$ cat src/design/fair_share_min_runtime_scheduler_macros.svh
// ----------------------------------------------------------------------------
// fair_share_min_runtime_scheduler_macros
// assertion macros used by the top-level scheduler file
// ----------------------------------------------------------------------------
`ifndef FAIR_SHARE_MIN_RUNTIME_SCHEDULER_MACROS_SVH
`define FAIR_SHARE_MIN_RUNTIME_SCHEDULER_MACROS_SVH

// same-cycle implication
`define FSMRS_ASSERT_IMP(name, pre, post) \
   name: assert property (@(posedge clock) disable iff (reset) (pre) |-> (post)) \
      else $error("scheduler same-cycle check failed");

// next-cycle implication
`define FSMRS_ASSERT_NEXT(name, pre, post) \
   name: assert property (@(posedge clock) disable iff (reset) (pre) |=> (post)) \
      else $error("scheduler next-cycle check failed");

`endif

$ cat src/design/fsmrs_pkg.sv
// ----------------------------------------------------------------------------
// fsmrs_pkg
// types and constants of the fair-share minimum-runtime scheduler
// ----------------------------------------------------------------------------
package fsmrs_pkg;

   localparam int SLOTS_DEF    = 32;
   localparam int SLOT_FIELD_W = 5;
   localparam int RUNTIME_W    = 31;
   localparam int TIME_W       = 32;

   localparam logic [RUNTIME_W-1:0] RT_MAX = {RUNTIME_W{1'b1}};

   localparam logic CMD_SCHEDULE = 1'b0;
   localparam logic CMD_DISPATCH = 1'b1;

   localparam logic STATUS_OK    = 1'b0;
   localparam logic STATUS_EMPTY = 1'b1;

   typedef struct packed {
      logic                    command;
      logic [SLOT_FIELD_W-1:0] slot;
      logic [TIME_W-1:0]       now;
   } req_type;

   typedef struct packed {
      logic                    status;
      logic [SLOT_FIELD_W-1:0] chosen_slot;
      logic [RUNTIME_W-1:0]    chosen_runtime;
   } rsp_type;

   // controller to datapath
   typedef struct packed {
      logic cap_req;
      logic rt_rd;
      logic sch_wr;
      logic chg_wr;
      logic scan_issue;
      logic out_rd;
      logic out_rsp;
   } ctl_cmd_type;

   // datapath to controller
   typedef struct packed {
      logic is_dispatch;
      logic scan_last;
   } dp_sts_type;

endpackage

$ cat src/design/fsmrs_ram.sv
// ----------------------------------------------------------------------------
// fsmrs_ram
// generic single-write, single-read memory with registered read data
// ----------------------------------------------------------------------------
module fsmrs_ram #(
   parameter int WIDTH = 8,
   parameter int DEPTH = 32
) (
   input  logic                     clock,
   input  logic                     wr_en,
   input  logic [$clog2(DEPTH)-1:0] wr_addr,
   input  logic [WIDTH-1:0]         wr_data,
   input  logic                     rd_en,
   input  logic [$clog2(DEPTH)-1:0] rd_addr,
   output logic [WIDTH-1:0]         rd_data
);

   logic [WIDTH-1:0] mem [DEPTH];
   logic [WIDTH-1:0] rd_data_ff;

   always_ff @(posedge clock) begin
      if (wr_en) begin
         mem[wr_addr] <= wr_data;
      end
      if (rd_en) begin
         rd_data_ff <= mem[rd_addr];
      end
   end

   assign rd_data = rd_data_ff;

endmodule

$ cat src/design/fsmrs_ctl.sv
// ----------------------------------------------------------------------------
// fsmrs_ctl
// sequencer for schedule and dispatch transactions
// ----------------------------------------------------------------------------
module fsmrs_ctl (
   input  logic                    clock,
   input  logic                    reset,
   input  logic                    start,
   output logic                    busy,
   input  fsmrs_pkg::dp_sts_type   sts,
   output fsmrs_pkg::ctl_cmd_type  cmd
);

   typedef enum logic [7:0] {
      S_IDLE     = 8'b0000_0001,
      S_RT_RD    = 8'b0000_0010,
      S_SCH_WR   = 8'b0000_0100,
      S_CHG_WR   = 8'b0000_1000,
      S_SCAN     = 8'b0001_0000,
      S_SCAN_END = 8'b0010_0000,
      S_OUT_RD   = 8'b0100_0000,
      S_OUT_RSP  = 8'b1000_0000
   } state_type;

   state_type state_ff, state_in;

   always_comb begin
      state_in = state_ff;
      unique case (state_ff)
         S_IDLE: begin
            if (start) state_in = S_RT_RD;
         end
         S_RT_RD: begin
            state_in = sts.is_dispatch ? S_CHG_WR : S_SCH_WR;
         end
         S_SCH_WR:   state_in = S_IDLE;
         S_CHG_WR:   state_in = S_SCAN;
         S_SCAN: begin
            if (sts.scan_last) state_in = S_SCAN_END;
         end
         S_SCAN_END: state_in = S_OUT_RD;
         S_OUT_RD:   state_in = S_OUT_RSP;
         S_OUT_RSP:  state_in = S_IDLE;
         default:    state_in = S_IDLE;
      endcase
   end

   always_ff @(posedge clock) begin
      if (reset) begin
         state_ff <= S_IDLE;
      end else begin
         state_ff <= state_in;
      end
   end

   assign busy           = (state_ff != S_IDLE);
   assign cmd.cap_req    = (state_ff == S_IDLE) && start;
   assign cmd.rt_rd      = (state_ff == S_RT_RD);
   assign cmd.sch_wr     = (state_ff == S_SCH_WR);
   assign cmd.chg_wr     = (state_ff == S_CHG_WR);
   assign cmd.scan_issue = (state_ff == S_SCAN);
   assign cmd.out_rd     = (state_ff == S_OUT_RD);
   assign cmd.out_rsp    = (state_ff == S_OUT_RSP);

endmodule

$ cat src/design/fsmrs_dp.sv
// ----------------------------------------------------------------------------
// fsmrs_dp
// runtime and key memories, ready flags, charge adder and minimum scan
// ----------------------------------------------------------------------------
module fsmrs_dp #(
   parameter int SLOTS = fsmrs_pkg::SLOTS_DEF
) (
   input  logic                    clock,
   input  logic                    reset,
   input  fsmrs_pkg::ctl_cmd_type  cmd,
   output fsmrs_pkg::dp_sts_type   sts,
   input  fsmrs_pkg::req_type      req_data,
   output logic                    rsp_strobe,
   output fsmrs_pkg::rsp_type      rsp_data
);

   localparam int SLOT_W = $clog2(SLOTS);
   localparam int RT_W   = fsmrs_pkg::RUNTIME_W;
   localparam int T_W    = fsmrs_pkg::TIME_W;

   fsmrs_pkg::req_type req_ff;
   fsmrs_pkg::rsp_type rsp_ff, rsp_in;
   logic               rsp_strobe_ff;

   logic [SLOT_W-1:0]  running_slot_ff;
   logic               running_vld_ff;
   logic [T_W-1:0]     last_time_ff;
   logic [SLOTS-1:0]   rt_vld_ff;
   logic [SLOTS-1:0]   ready_ff;
   logic               rt_rd_vld_ff;

   logic [SLOT_W-1:0]  cnt_ff;
   logic               pend_vld_ff;
   logic [SLOT_W-1:0]  pend_idx_ff;
   logic [SLOT_W-1:0]  best_idx_ff;
   logic [RT_W-1:0]    best_key_ff;
   logic               found_ff;

   logic [SLOT_W-1:0]  req_idx;
   logic               in_range;
   logic               rt_rd_en;
   logic [SLOT_W-1:0]  rt_rd_addr;
   logic [RT_W-1:0]    rt_rd_data;
   logic [RT_W-1:0]    rt_cur;
   logic               rt_wr_en;
   logic [RT_W-1:0]    rt_charged;
   logic [T_W-1:0]     elapsed;
   logic [T_W:0]       charge_sum;
   logic               key_wr_en;
   logic [RT_W-1:0]    key_rd_data;
   logic               take_key;

   assign req_idx  = SLOT_W'(req_ff.slot);
   assign in_range = (32'(req_ff.slot) < 32'(SLOTS));

   // runtime memory: read for schedule, charge and final report
   assign rt_rd_en = cmd.rt_rd || cmd.out_rd;
   always_comb begin
      priority if (cmd.out_rd) begin
         rt_rd_addr = best_idx_ff;
      end else if (req_ff.command == fsmrs_pkg::CMD_DISPATCH) begin
         rt_rd_addr = running_slot_ff;
      end else begin
         rt_rd_addr = req_idx;
      end
   end

   // never-written entries read as zero
   assign rt_cur = rt_rd_vld_ff ? rt_rd_data : '0;

   assign elapsed    = req_ff.now - last_time_ff;
   assign charge_sum = {2'b00, rt_cur} + {1'b0, elapsed};
   assign rt_charged = (charge_sum > {2'b00, fsmrs_pkg::RT_MAX}) ?
                       fsmrs_pkg::RT_MAX : charge_sum[RT_W-1:0];
   assign rt_wr_en   = cmd.chg_wr && running_vld_ff;

   fsmrs_ram #(
      .WIDTH (RT_W),
      .DEPTH (SLOTS)
   ) u_rt_ram (
      .clock   (clock),
      .wr_en   (rt_wr_en),
      .wr_addr (running_slot_ff),
      .wr_data (rt_charged),
      .rd_en   (rt_rd_en),
      .rd_addr (rt_rd_addr),
      .rd_data (rt_rd_data)
   );

   assign key_wr_en = cmd.sch_wr && in_range;

   fsmrs_ram #(
      .WIDTH (RT_W),
      .DEPTH (SLOTS)
   ) u_key_ram (
      .clock   (clock),
      .wr_en   (key_wr_en),
      .wr_addr (req_idx),
      .wr_data (rt_cur),
      .rd_en   (cmd.scan_issue),
      .rd_addr (cnt_ff),
      .rd_data (key_rd_data)
   );

   // strict less-than keeps the lowest index on ties
   assign take_key = pend_vld_ff && ready_ff[pend_idx_ff] &&
                     (!found_ff || (key_rd_data < best_key_ff));

   always_comb begin
      rsp_in = rsp_ff;
      if (cmd.sch_wr) begin
         rsp_in.status         = fsmrs_pkg::STATUS_OK;
         rsp_in.chosen_slot    = req_ff.slot;
         rsp_in.chosen_runtime = in_range ? rt_cur : '0;
      end else if (cmd.out_rsp) begin
         if (found_ff) begin
            rsp_in.status         = fsmrs_pkg::STATUS_OK;
            rsp_in.chosen_slot    = fsmrs_pkg::SLOT_FIELD_W'(best_idx_ff);
            rsp_in.chosen_runtime = rt_cur;
         end else begin
            rsp_in.status         = fsmrs_pkg::STATUS_EMPTY;
            rsp_in.chosen_slot    = '0;
            rsp_in.chosen_runtime = '0;
         end
      end
   end

   // payload registers
   always_ff @(posedge clock) begin
      if (cmd.cap_req) begin
         req_ff <= req_data;
      end
      if (rt_rd_en) begin
         rt_rd_vld_ff <= rt_vld_ff[rt_rd_addr];
      end
      if (cmd.chg_wr) begin
         cnt_ff <= '0;
      end else if (cmd.scan_issue) begin
         cnt_ff <= cnt_ff + 1'b1;
      end
      pend_idx_ff <= cnt_ff;
      if (take_key) begin
         best_idx_ff <= pend_idx_ff;
         best_key_ff <= key_rd_data;
      end
      rsp_ff <= rsp_in;
   end

   // control state
   always_ff @(posedge clock) begin
      if (reset) begin
         running_slot_ff <= '0;
         running_vld_ff  <= 1'b0;
         last_time_ff    <= '0;
         rt_vld_ff       <= '0;
         ready_ff        <= '0;
         pend_vld_ff     <= 1'b0;
         found_ff        <= 1'b0;
         rsp_strobe_ff   <= 1'b0;
      end else begin
         rsp_strobe_ff <= cmd.sch_wr || cmd.out_rsp;
         pend_vld_ff   <= cmd.scan_issue;
         if (rt_wr_en) begin
            rt_vld_ff[running_slot_ff] <= 1'b1;
         end
         if (key_wr_en) begin
            ready_ff[req_idx] <= 1'b1;
         end
         if (cmd.chg_wr) begin
            last_time_ff <= req_ff.now;
            found_ff     <= 1'b0;
         end else if (take_key) begin
            found_ff <= 1'b1;
         end
         if (cmd.out_rsp) begin
            running_vld_ff <= found_ff;
            if (found_ff) begin
               running_slot_ff       <= best_idx_ff;
               ready_ff[best_idx_ff] <= 1'b0;
            end
         end
      end
   end

   assign sts.is_dispatch = (req_ff.command == fsmrs_pkg::CMD_DISPATCH);
   assign sts.scan_last   = (cnt_ff == SLOT_W'(SLOTS - 1));

   assign rsp_strobe = rsp_strobe_ff;
   assign rsp_data   = rsp_ff;

endmodule

$ cat src/design/fair_share_min_runtime_scheduler.sv
// ----------------------------------------------------------------------------
// fair_share_min_runtime_scheduler
// picks the ready slot with the smallest virtual runtime on each dispatch
// ----------------------------------------------------------------------------
// A transaction is taken when start is high and busy is low. After the
// accepting edge busy stays high while a schedule reads the slot's runtime
// and writes its key, and while a dispatch charges the running slot, scans
// the key memory for the minimum and reads the chosen runtime. A new one is
// taken only once busy is low again. The dispatch time is set by the minimum
// search, which reads one entry of the key memory per cycle. Each transaction
// gives exactly one result, shown on rsp_data for a single cycle with
// rsp_strobe high, in the first cycle that busy is low again. The receiver
// cannot stall it, so it must capture the result in that cycle. No clearing
// pass after reset: the block is ready in the first cycle out of reset.
`include "fair_share_min_runtime_scheduler_macros.svh"

module fair_share_min_runtime_scheduler #(
   parameter int SLOTS = fsmrs_pkg::SLOTS_DEF
) (
   input  logic                clock,
   input  logic                reset,
   input  logic                start,
   output logic                busy,
   input  fsmrs_pkg::req_type  req_data,
   output logic                rsp_strobe,
   output fsmrs_pkg::rsp_type  rsp_data
);

   fsmrs_pkg::ctl_cmd_type cmd;
   fsmrs_pkg::dp_sts_type  sts;
   logic                   rsp_empty;
   logic                   rsp_zero;

   fsmrs_ctl u_ctl (
      .clock (clock),
      .reset (reset),
      .start (start),
      .busy  (busy),
      .sts   (sts),
      .cmd   (cmd)
   );

   fsmrs_dp #(
      .SLOTS (SLOTS)
   ) u_dp (
      .clock      (clock),
      .reset      (reset),
      .cmd        (cmd),
      .sts        (sts),
      .req_data   (req_data),
      .rsp_strobe (rsp_strobe),
      .rsp_data   (rsp_data)
   );

   assign rsp_empty = rsp_strobe && (rsp_data.status == fsmrs_pkg::STATUS_EMPTY);
   assign rsp_zero  = (rsp_data.chosen_slot == '0) && (rsp_data.chosen_runtime == '0);

   `FSMRS_ASSERT_NEXT(a_accept_goes_busy, start && !busy, busy && !rsp_strobe)
   `FSMRS_ASSERT_IMP(a_result_when_idle, rsp_strobe, !busy)
   `FSMRS_ASSERT_IMP(a_empty_gives_zero, rsp_empty, rsp_zero)

endmodule
$ cat config.mk
export PLATFORM = sky130hd
export DESIGN_NAME = fair_share_min_runtime_scheduler
export DESIGN_NICKNAME = d
export VERILOG_FILES = /design/src/design/fsmrs_pkg.sv /design/src/design/fsmrs_ram.sv /design/src/design/fsmrs_ctl.sv /design/src/design/fsmrs_dp.sv /design/src/design/fair_share_min_runtime_scheduler.sv
export VERILOG_INCLUDE_DIRS = /design/src /design/src/design
export SDC_FILE = /design/constraint.sdc
export NUM_CORES = 2
export LEC_CHECK = 0
export BUFFER_PORTS_ARGS = -buffer_cell sky130_fd_sc_hd__clkbuf_2
export CAP_MARGIN = 20
export CORE_UTILIZATION = 60
export CTS_CLUSTER_SIZE = 30
export DETAILED_ROUTE_END_ITERATION = 10
export GPL_TIMING_DRIVEN = 0
export PLACE_DENSITY = 0.76
export REMOVE_ABC_BUFFERS = 1
export SLEW_MARGIN = 0
export SYNTH_ARGS = -nofsm -noshare
export SYNTH_HDL_FRONTEND = slang
export SYNTH_SLANG_ARGS = --single-unit
$ cat constraint.sdc
create_clock -name clock -period 12.6 [get_ports clock]
set_input_delay 1.89 -clock clock [delete_from_list [all_inputs] [get_ports clock]]
set_output_delay 1.89 -clock clock [all_outputs]
set_load 0.03 [all_outputs]
Word level (Yosys, flattened, before mapping)
Memories as Yosys holds them, arrays and structs flattened. A register that Yosys moved wholly into a read port is not among the register bits.
Cells that the tools add are included.
{"block": "op_classes", "addsub": 3, "n_lt_le_gt_ge": 10, "eq_ne": 12, "n_mux": 29, "bitwise": 4, "reduce_logical": 15}
{"cell": "$mux 32", "count": 4}
{"cell": "$mux 36", "count": 2}
{"cell": "$or 32x32->32", "count": 2}
{"cell": "$mux 31", "count": 2}
{"cell": "$pmux 8 s6", "count": 1}
{"cell": "$mux 37", "count": 1}
{"cell": "$add 31x32->33", "count": 1}
{"cell": "$gt 33x31->1 const B", "count": 1}
{"cell": "$and 32x32->32", "count": 1}
{"cell": "$not 32->32", "count": 1}
{"cell": "$sub 32x32->32", "count": 1}
{"cell": "$lt 31x31->1", "count": 1}
{"cell": "$lt 5x6->1 const B", "count": 5}
{"cell": "$mux 8", "count": 2}
{"cell": "$demux 1 s5", "count": 3}
{"cell": "$ge 5x1->1 const B", "count": 3}
{"cell": "$bmux 1 s5", "count": 2}
{"cell": "$mux 5", "count": 2}
{"cell": "$mux 1", "count": 9}
{"cell": "$eq 8x1->1 const B", "count": 1}
{"cell": "$eq 8x2->1 const B", "count": 1}
{"cell": "$eq 8x3->1 const B", "count": 1}
{"cell": "$eq 8x4->1 const B", "count": 1}
{"cell": "$eq 8x5->1 const B", "count": 1}
{"cell": "other kinds (14)", "count": 24}
{"block": "totals", "ff_bits": 235, "mem_bits_rw": 1984, "input_bits": 41, "out_inout_bits": 39, "elab_cells": 95, "mem_count": 2}
{"memory": "u_dp.u_key_ram.mem", "words": 32, "word_bits": 31, "read_ports": 1, "rd_clocked_by_memory_dff": 1, "write_ports": 1, "line": "fsmrs_ram.sv:18", "text": "logic [WIDTH-1:0] mem [DEPTH];"}
{"memory": "u_dp.u_rt_ram.mem", "words": 32, "word_bits": 31, "read_ports": 1, "rd_clocked_by_memory_dff": 1, "write_ports": 1, "line": "fsmrs_ram.sv:18"}

Longest topological paths before layout
{"block": "logic_depth", "ltp_word": 10, "depth_mapped": 23, "mapped_depth_nobuf": 22}

Cells and area by module
Synthesis repeated with hierarchy kept, for this count alone.
{"block": "hier_totals", "cells_unflattened": 5826, "area_unflattened_um2": 92770.2}
{"mod": "fsmrs_ram", "instances": 2, "cells_each": 2192, "area_per_inst_um2": 39474.1, "seq_area_each_um2": 30719.5}
{"mod": "fsmrs_dp", "instances": 1, "cells_each": 1391, "area_per_inst_um2": 13367.8, "seq_area_each_um2": 5655.4}
{"mod": "fsmrs_ctl", "instances": 1, "cells_each": 51, "area_per_inst_um2": 454.2, "seq_area_each_um2": 160.2}

Worst setup path after synthesis
No wires, ideal clock.
{"block": "synth_path", "path_kind": "flip-flop to flip-flop", "from": "register u_dp.req_ff[9] in the netlist's numbering", "to": "memory u_dp.u_rt_ram.mem[0][10] in the netlist's numbering, data pin", "setup_time_ps": 486, "t_arrival_ps": 4822, "t_required_ps": 12114, "path_slack_ps": 7292, "stages_incl_launch_ff": 20, "n_path_buf": 1, "synth_period_minus_slack_ps": 5308, "path_cell_list": "edfxtp_1 > ha_1 > a211oi_1 > nor2_1 > o311a_1 > a311o_1 > a2bb2oi_1 > a41o_1 > o31ai_1 > a21boi_0 > ha_1 > and2_1 > and3_1 > a21oi_1 > nand2_1 > a21oi_1 > o21ai_0 > nor4_2 > buf_2 > o221ai_1"}
{"block": "synth_via", "elab_chain_len": 4}
{"item": "from (decl)", "line": "fsmrs_dp.sv:21", "text": "fsmrs_pkg::req_type req_ff;"}
{"item": "from (signal assigned)", "line": "fsmrs_dp.sv:131", "text": "req_ff <= req_data;"}
{"item": "$sub 32x32->32 *", "line": "fsmrs_dp.sv:71", "text": "assign elapsed = req_ff.now - last_time_ff;"}
{"item": "$add 31x32->33 *", "line": "fsmrs_dp.sv:72", "text": "assign charge_sum = {2'b00, rt_cur} + {1'b0, elapsed};"}
{"item": "$gt 33x31->1", "line": "fsmrs_dp.sv:73", "text": "assign rt_charged = (charge_sum > {2'b00, fsmrs_pkg::RT_MAX}) ?"}
{"item": "$mux 31 *", "line": "fsmrs_dp.sv:73"}
{"item": "via u_dp.rt_charged[10]", "line": "fsmrs_dp.sv:46", "text": "logic [RT_W-1:0] rt_charged;"}
{"item": "to (decl)", "line": "fsmrs_ram.sv:18"}
The timed path passes the listed nets; every way through them passes the cells marked *.

Worst setup path in the final report
{"block": "layout_path", "from": "register u_dp.req_ff[2] in the netlist's numbering", "to": "memory u_dp.u_rt_ram.mem[7][17] in the netlist's numbering, data pin"}
Same word-level chain as after synthesis.

==> results.txt <==
Final WL -> 244 mm
Critical path depth -> 23
Crit path time final -> 7.25 ns
Post-synth EDFFs -> 2157
Layout area overhead -> 15.4%
Layout Nets -> 5033
Die ar. -> 152000 µm²
CP max stage cell -> o41ai_1
Gr ovfl total -> 0
Synthesis Warnings -> 0
Reg-to-reg slack, setup -> 5.35 ns
Async SR Flop Fraction -> 0%
R2r endpoint -> u_dp.u_rt_ram.mem[7][17]
Site row count -> 142
Die Wd -> 390 µm
Startpoint types -> flip-flop
Post-route clock period utilization -> 57.5%
Placed Cells -> 6691
Hold WC Path Type -> reg -> reg
Main flop type after synthesis -> edfxtp_1
Placed Instance Area -> 97400 µm²
Most used cell, CP -> a21oi_1
CP endpoint kind -> flip-flop
Critical R2R Launch -> u_dp.req_ff[2]
Root buffer cell -> clkbuf_16
CP required -> 13.18 ns
Total power -> 15.7 mW
Htree depth -> 4
Final Cell Area -> 104000 µm²
Critical path class -> reg -> reg
WP data arrival -> 7.83 ns
Largest net degree at the start of global routing -> 99
Share of cells above drive strength 1 -> 26.3%
CP endpoint -> u_dp.u_rt_ram.mem[7][17]
CTS Hold Buffers Added -> 0
Clk_lat worst skew -> 0.86 ns
Cts bufs inserted -> 208
Routability cong. -> 0.862
GRT Overall Usage -> 32.4%
Sequential group share of total power -> 54.0%
Max clock buf depth -> 3
Hold path cells -> 0
Finish-stage setup viols -> 0
Reg clk slew, reported paths -> 0.06 ns
Vias in the first global route -> 49.7k
Final Instance Count excl. Fillers -> 7084
FF/Latch Area -> 67300 µm²
Bufs and invs on worst path -> 4
# resized after CTS -> 0
Final antenna-violating net count -> 0
Synthesized flop and latch total -> 2281
Iteration-0 DRC Markers -> 7899
Slew @ Worst Pin -> 1.18 ns
Cell type with the highest aggregate area in the netlist -> edfxtp_1
Critical path's largest stage delay -> 0.83 ns
Clock Skew -> 0.0378 ns
Fin. Hold Viols -> 0
Global-route wire length before repair -> 346 mm
DRT Pass-1 Iters -> 7
Psw -> 3.46 mW
Rel. slew slack -> 21.2%
Sink Count -> 2281
Outcome -> finished, final reports clean
Final-layout fill cell count -> 8503
CTS tree -> done
Multi-input combinational cell area -> 22400 µm²
Syn_area_per_cell -> 19.7 µm²
Cell Area, Synth -> 90400 µm²
Count of final max-slew check failures -> 0
CP cell instances -> ha_1, o211ai_1, a21oi_1, o41ai_1, a21o_1, nor3_1, o21ai_0, nand2b_1, a21oi_1, xnor2_1, ha_1, nand4_1, inv_1, a2111oi_0, and2_1, a21oi_1, a21oi_1, o21ai_0, nor4_4, buf_6, buf_8, o211ai_1, buf_4
Pwr dens -> 151 nW/µm²
Worst Setup SP -> u_dp.req_ff[2]
DRC viols -> 0
Sw frac -> 22.1%
Vias -> 49.8k
Internal -> 12.2 mW
Most area-consuming cells after synthesis -> edfxtp_1 72%, mux4_2 14%, dfxtp_1 2.7%, ha_1 1.4%, nand2_1 1.4%
IO Port Bufs -> 79
R2R depth -> 23
WL/cell -> 34.5 µm
Post-synthesis instance total -> 4597
Clock share of power -> 39.5%
I/O pin total -> 80
FMAX -> 138 MHz
Core area -> 150000 µm²
Seq/Total Area, Yosys -> 74.4%
Maximum vdd drop -> 0.000142 V
Post-CTS Setup Repair Bufs -> 0
Static Leak -> 33.3 nW
Max Fanout on Critical Path -> 17
Top-area cell type share of the netlist area -> 71.7%
DP HPWL -> 143 mm
Die Ht -> 390 µm
RSZ-0062 raised after global routing -> false
Comb power frac -> 6.5%
Initial antenna violation count -> 17
Max-Cap Viols -> 0
Delay-heaviest family, CP -> compound AO/OA/AOI/OAI gates
Unique masters post-synth -> 80
Via density per instance -> 7.02
Initial Util -> 60.4%
## cells by family (layout without fill, tap and decap cells)
| kind of cell | count (synthesis) | in the layout | share of synthesized area, % |
|---|---|---|---|
| adder cells (fa/ha/maj) | 101 | 101 | 1.42 |
| AO/OA/AOI/OAI | 373 | 373 | 2.79 |
| AND/OR/NAND/NOR | 838 | 838 | 4.25 |
| XOR/XNOR | 43 | 43 | 0.417 |
| other | 0 | 2 | 0 |
| flip-flops | 2281 | 2281 | 74.4 |
| buffers and inverters | 313 | 782 | 1.49 |
| multiplexers | 648 | 648 | 15.2 |
## cells in the final DEF (no fill, tap or decap), drive strengths merged, types with 4 or more instances in the layout
| cell | netlist | routed |
|---|---|---|
| nand4 | 13 | 13 |
| a21o | 35 | 35 |
| mux4 | 576 | 576 |
| mux2 | 34 | 34 |
| edfxtp | 2157 | 2157 |
| o221ai | 7 | 7 |
| clkinv | 1 | 93 |
| clkbuf | 124 | 346 |
| a211oi | 32 | 32 |
| nor2 | 209 | 209 |
| nor2b | 41 | 41 |
| ha | 99 | 99 |
| bufinv | 0 | 12 |
| a21boi | 8 | 8 |
| or3 | 8 | 8 |
| mux2i | 38 | 38 |
| nand2 | 325 | 325 |
| nand2b | 16 | 16 |
| and2 | 36 | 36 |
| o31ai | 4 | 4 |
| a21oi | 111 | 111 |
| clkinvlp | 0 | 6 |
| o21a | 24 | 24 |
| xor2 | 18 | 18 |
| nand3b | 11 | 11 |
| a311oi | 7 | 7 |
| nor3 | 22 | 22 |
| a32oi | 33 | 33 |
| dfxtp | 124 | 124 |
| a31oi | 5 | 5 |
| nor3b | 6 | 6 |
| o21ai | 46 | 46 |
| o211ai | 31 | 31 |
| buf | 98 | 227 |
| and3 | 44 | 44 |
| nand3 | 94 | 94 |
| inv | 90 | 98 |
| xnor2 | 25 | 25 |
## power groups by stage
stage | Sequential [mW] | Combinational [mW] | Clock [mW]
6_report | 8.47 | 1.02 | 6.19
3_5_place_dp | 8.63 | 0.977 | 0
4_1_cts | 8.47 | 0.993 | 6.22
3_3_place_gp | 8.67 | 0.920 | 0
5_1_grt | 8.47 | 1.07 | 6.49
2_1_floorplan | 8.65 | 0.633 | 0
## worst min-delay path by stage
stage / startpoint / endpoint
after global placement: u_dp.pend_idx_ff[4] / u_dp.best_idx_ff[4]
after CTS: u_dp.pend_idx_ff[4] / u_dp.best_idx_ff[4]
after detailed placement: u_dp.u_key_ram.rd_data[0] / u_dp.best_key_ff[0]
after floorplan: u_dp.u_key_ram.rd_data[0] / u_dp.best_key_ff[0]
after global routing: u_dp.pend_idx_ff[4] / u_dp.best_idx_ff[4]
final: u_dp.pend_idx_ff[4] / u_dp.best_idx_ff[4]
## registers in the layout (all words and copies together), names as in the netlist, 5 cells and up
name	cells
u_dp.u_key_ram.mem	992
u_dp.u_rt_ram.mem	992
u_dp.rsp_data	37
u_dp.last_time_ff	32
u_dp.ready_ff	32
u_dp.req_ff	32
u_dp.rt_vld_ff	32
u_dp.best_key_ff	31
u_dp.u_key_ram.rd_data	31
u_dp.u_rt_ram.rd_data	31
u_ctl.state_ff	8
u_dp.best_idx_ff	5
u_dp.cnt_ff	5
u_dp.pend_idx_ff	5
u_dp.req_idx	5
u_dp.running_slot_ff	5
## routing by layer
metal | vias to the layer above | part of all wire [%] | GRT usage, %
met1 | 25319 | 35 | 42.5
met4 | 14 | 5.9 | 16.5
li1 | 19257 | - | -
met3 | 1060 | 13 | 8.97
met2 | 4111 | 47 | 50.1
met5 | - | 0.052 | 0.0319
## synth_stat cells, types with 5 or more instances
cell type     n
a211oi_1     32
a21boi_0      8
a21o_1       35
a21oi_1     111
a311oi_1      7
a31oi_1       5
a32oi_1      33
and2_1       36
and3_1       44
buf_1        40
buf_2        29
buf_4        25
clkbuf_1    121
dfxtp_1     124
edfxtp_1   2157
ha_1         99
inv_1        90
mux2_2       33
mux2i_1      38
mux4_2      576
nand2_1     325
nand2b_1     16
nand3_1      94
nand3b_1     10
nand4_1      13
nor2_1      209
nor2b_1      41
nor3_1       21
nor3b_1       5
o211ai_1     31
o21a_1       24
o21ai_0      44
o221ai_1      7
or3_1         8
xnor2_1      25
xor2_1       18
## through the flow
stage	util (%)	hold WS, ns	worst slack (ns)	TNS [ns]
floorplan	-	0.417	-2.12	-58.83
global placement	61.7	0.421	-7.87	-393.48
detailed placement	65.1	0.439	5.69	0
CTS	69.6	0.450	5.60	0
global route	69.7	0.457	5.14	0
finish	69.7	0.447	5.35	0
## cell type report
class	count	area share, %
repair buffers	306	4.81
clock inverters	118	1.03
multi-input cells	2003	21.5
diodes	2	0.00480
well taps	2016	2.42
clock buffers	267	5.37
inverters	91	0.329
flip-flops and latches	2281	64.5
Power figures use the tool's default switching activity.
